$ cat config.mk
export PLATFORM = sky130hd
export DESIGN_NAME = lpht_front
export DESIGN_NICKNAME = d
export VERILOG_FILES = /design/src/rtl/lpht_pkg.sv /design/src/rtl/lpht_front.sv
export SDC_FILE = /design/constraint.sdc
export NUM_CORES = 1
export LEC_CHECK = 0
export BUFFER_PORTS_ARGS = -buffer_cell sky130_fd_sc_hd__buf_4
export CORE_MARGIN = 4
export CORE_UTILIZATION = 54
export DETAILED_ROUTE_END_ITERATION = 12
export PLACE_DENSITY = 0.89
export SLEW_MARGIN = 20
export SYNTH_ARGS = -nofsm -noshare
export SYNTH_HDL_FRONTEND = slang
export SYNTH_SLANG_ARGS = --single-unit
$ cat constraint.sdc
create_clock -name i_clk -period 6.8 [get_ports i_clk]
set_clock_uncertainty 0.15 [all_clocks]
set_input_delay 1.36 -clock i_clk [delete_from_list [all_inputs] [get_ports i_clk]]
set_output_delay 1.36 -clock i_clk [all_outputs]
set_load 0.02 [all_outputs]
$ cat src/rtl/lpht_pkg.sv
// Shared types and constants for the linear-probing hash table unit.
package lpht_pkg;

    localparam int TABLE_SLOTS = 256;
    localparam int SLOT_W      = $clog2(TABLE_SLOTS);
    localparam int COUNT_W     = SLOT_W + 1;
    localparam int CFG_W       = 9;
    localparam int LIMIT_W     = (COUNT_W > CFG_W) ? COUNT_W : CFG_W;
    localparam int QUEUE_DEPTH = 2;
    localparam int QUEUE_AW    = $clog2(QUEUE_DEPTH);
    localparam int FILL_W      = $clog2(QUEUE_DEPTH + 1);

    localparam logic [CFG_W-1:0] MAX_ENTRIES_RESET = 9'd192;

    localparam logic OP_LOOKUP = 1'b0;
    localparam logic OP_INSERT = 1'b1;

    typedef enum logic [1:0] {
        ST_OK        = 2'd0,
        ST_NOT_FOUND = 2'd1,
        ST_DUPLICATE = 2'd2,
        ST_FULL      = 2'd3
    } t_status;

    typedef struct packed {
        logic        operation;
        logic [31:0] key_id;
        logic [31:0] key_hash;
        logic [31:0] item_value;
    } t_request;

    typedef struct packed {
        t_status     status;
        logic [31:0] found_value;
    } t_result;

    // A request after classification, as held in the queue.
    typedef struct packed {
        logic              operation;
        logic [31:0]       key_id;
        logic [31:0]       item_value;
        logic [SLOT_W-1:0] start_slot;
    } t_job;

endpackage

$ cat src/rtl/lpht_front.sv
// Front end: accepts requests, works out the home slot and queues them.
module lpht_front (
    input  logic              i_clk,
    input  logic              i_rst_n,
    input  logic              start,
    input  lpht_pkg::t_request i_req,
    output logic              busy,
    input  logic              i_pop,
    output logic              o_job_valid,
    output lpht_pkg::t_job    o_job
);

    lpht_pkg::t_job r_queue [lpht_pkg::QUEUE_DEPTH];
    logic [lpht_pkg::QUEUE_AW-1:0] r_wr_ptr;
    logic [lpht_pkg::QUEUE_AW-1:0] r_rd_ptr;
    logic [lpht_pkg::FILL_W-1:0]   r_fill;
    lpht_pkg::t_job                new_job;
    logic                          push;
    logic                          pop;

    always_comb begin
        new_job.operation  = i_req.operation;
        new_job.key_id     = i_req.key_id;
        new_job.item_value = i_req.item_value;
        // The table size is a power of two, so the home slot is the low hash bits.
        new_job.start_slot = i_req.key_hash[lpht_pkg::SLOT_W-1:0];
    end

    assign busy        = (r_fill == lpht_pkg::FILL_W'(lpht_pkg::QUEUE_DEPTH));
    assign push        = start && !busy;
    assign o_job_valid = (r_fill != '0);
    assign pop         = i_pop && o_job_valid;
    assign o_job       = r_queue[r_rd_ptr];

    always_ff @(posedge i_clk) begin
        if (push) begin
            r_queue[r_wr_ptr] <= new_job;
        end
    end

    always_ff @(posedge i_clk) begin
        if (!i_rst_n) begin
            r_wr_ptr <= '0;
            r_rd_ptr <= '0;
            r_fill   <= '0;
        end else begin
            if (push) begin
                r_wr_ptr <= r_wr_ptr + 1'b1;
            end
            if (pop) begin
                r_rd_ptr <= r_rd_ptr + 1'b1;
            end
            if (push && !pop) begin
                r_fill <= r_fill + 1'b1;
            end else if (pop && !push) begin
                r_fill <= r_fill - 1'b1;
            end
        end
    end

    a_fill_bound: assert property (@(posedge i_clk) disable iff (!i_rst_n)
        r_fill <= lpht_pkg::FILL_W'(lpht_pkg::QUEUE_DEPTH))
        else $error("queue fill above its depth");

    a_ptr_gap: assert property (@(posedge i_clk) disable iff (!i_rst_n)
        (r_fill == '0) |-> (r_wr_ptr == r_rd_ptr))
        else $error("empty queue with pointers apart");

endmodule

==> reports/metrics.cfg <==
[setup_path]
rr_worst_depth = 2
critPathKind = flop to output pin
worstReg2RegEnd = r_queue[1][68]
rr_startpoint = r_fill[0]
crit_end = o_job[16]
cp-start-kind = flop
setup.worst_path.end_class = output pin
required_ns = 5.29
arrival_ns = 2.12
rrSetupSlack_ns = 4.75
critPathMaxFanout = 73

[clocking]
numClockSinks = 151
root_buffer = clkbuf_8
cts_tree = done
clk_path_buf_depth = 2
worst_skew_pair.late_latency_ns = 0.51
htreeDepth = 4
ctsHoldBuffers = 0
cts_resized = 0
cts_buffers = 17
cts_setup_buffers = 0
path_clk_slew_ns = 0.06

[detailed_routing]
drtIter0Drc = 142
vias_per_cell = 5.02
final_antenna_net_count = 0
routedWlPerCell_um = 17.1
drc_errors = 0
first_pass_iters = 4
vias = 2820
routed_wl_um = 9580

[final_layout]
layout.nets = 518
diodes = 0
postLayoutCoreUtil_pct = 74.7
ff_latch_area_um2 = 4490
area_growth_pct = 33.9
drive_above_1_share_pct = 60.4
fillers = 565
multi_input_area_um2 = 962

[run_status]
status = finished, final reports clean

[floorplanning]
start_util_pct = 55.8
io_pins = 176
dieArea_um2 = 11900
die_y_um = 109
row_count = 36
coreArea_um2 = 9860
die_w_um = 109

[yosys]
synth_top_area_share_pct = 79.7
synth_area_um2 = 5500
yosysMostFrequentCell = edfxtp_1
synth-edff-count = 146
synthCells = 252
yosys_warnings = 0
synth_ff_type = edfxtp_1
synth_top_area_cell = edfxtp_1
ys_seq_area_share_pct = 81.5
synthTopCellsByCount = edfxtp_1, mux2_2, buf_4, dfxtp_1, and2_1
yosys-top-cells-area = edfxtp_1, mux2_2, dfxtp_1
synth_cell_types = 22
synth-seq-cells = 151
async_reset_ff_share_pct = 0
syn_nets = 354
synth.avg_cell_area_um2 = 21.8

[pwr]
p_leak_nw = 2.75
vdd_drop_max_mv = 0.386
p_per_area_nw_per_um2 = 400

[timing]
timing.final.crit_share_pct = 53.4
finalHoldViolCount = 0
whs_ns = 0.384
setup-tns-final_ns = 0
layout_setup_ws_ns = 3.17
slew_headroom_pct = 34.1
fmax_mhz = 275
setup_viol = 0
rsz0062_at_grt = false
fin_crit_ns = 3.63
drv_slew = 0
worst_pin_slew_ns = 0.989

[grt]
grt_max_degree = 74
grt.overflow.total = 0
grt_pass1_wl_um = 14700
track_usage_pct = 16.9
grt_pass1_vias = 3046
antenna_found_initial = 0

[min_path]
min_path_type = flop to flop

[job]
drv_cap = 0

[placement]
pre_cts_ws_ns = 3.70
io_buffers = 151
dp_hpwl_um = 6220
gp_congestion = 0.693

[metrics by stage]
stage / instance area, um^2 / instances / total power (W)
after floorplan: 5500 / 252 / 0.00175
after global placement: 6770 / 530 / 0.00204
after detailed placement: 6770 / 530 / 0.00206
after CTS: 7370 / 562 / 0.00298
after global routing: 7370 / 562 / 0.00308
final: 7370 / 562 / 0.00295
[per-layer routing]
| layer | track usage, % | share of wire (%) | vias to the layer above |
|---|---|---|---|
| met2 | 28.2 | 53 | 103 |
| met3 | 6.10 | 7.9 | 12 |
| met4 | 8.21 | 1.5 | 0 |
| met1 | 19.2 | 38 | 1383 |
| met5 | 0 | 0 | - |
| li1 | - | - | 1322 |
[where the power goes]
group	internal, W	switching [W]
Clock	0.000586	0.000331
Combinational	0.000380	0.000391
Sequential	0.00117	0.0000894
[registers in the layout, summed over array words and instances, names as in the netlist, named ones only]
signal and count:
r_fill 2, r_queue 146, r_wr_ptr 1, r_rd_ptr 1
[critical path, cell delays in order (launching register included)]
cell and delay, ns:
dfxtp_4 0.96, mux2_2 0.44, buf_4 0.16
[final cells by class]
class | count | share of cell area [%]
Inverter | 2 | 0.102
Sequential cell | 151 | 60.9
Timing Repair Buffer | 153 | 15.6
Clock buffer | 23 | 6.34
Tap cell | 133 | 2.26
Clock inverter | 9 | 1.72
Multi-Input combinational cell | 91 | 13.1
[cells in the final DEF (no fill, tap or decap), types with 3 or more instances in the layout]
cell type   count
clkbuf_1        3
edfxtp_1      146
dfxtp_1         4
and2_1          3
mux2_2         73
buf_4         153
clkbuf_8        4
clkbuf_16      16
bufinv_16       3
clkinvlp_4      3
[worst min path at each step]
stage / from / slack, ns / to / depth (start not counted)
after detailed placement: r_fill[1] / 0.37 / r_fill[1] / 2
after floorplan: r_fill[1] / 0.33 / r_fill[1] / 2
final: r_fill[1] / 0.38 / r_fill[1] / 2
after global placement: r_fill[1] / 0.35 / r_fill[1] / 2
after CTS: r_fill[1] / 0.38 / r_fill[1] / 2
after global routing: r_fill[1] / 0.40 / r_fill[1] / 2
[cells by family (layout without fill, tap and decap cells)]
family / after synthesis / count (layout) / share of synthesized area (%)
buffers and inverters: 10 / 187 / 1.18
adders and majority gates: 1 / 1 / 0.227
muxes: 73 / 73 / 14.9
AOI/OAI and AO/OA: 5 / 5 / 0.591
and+or+nand+nor: 9 / 9 / 1.05
xor gates and xnor gates: 3 / 3 / 0.478
DFF: 151 / 151 / 81.5
No activity file was read; power rests on OpenSTA's default activity.
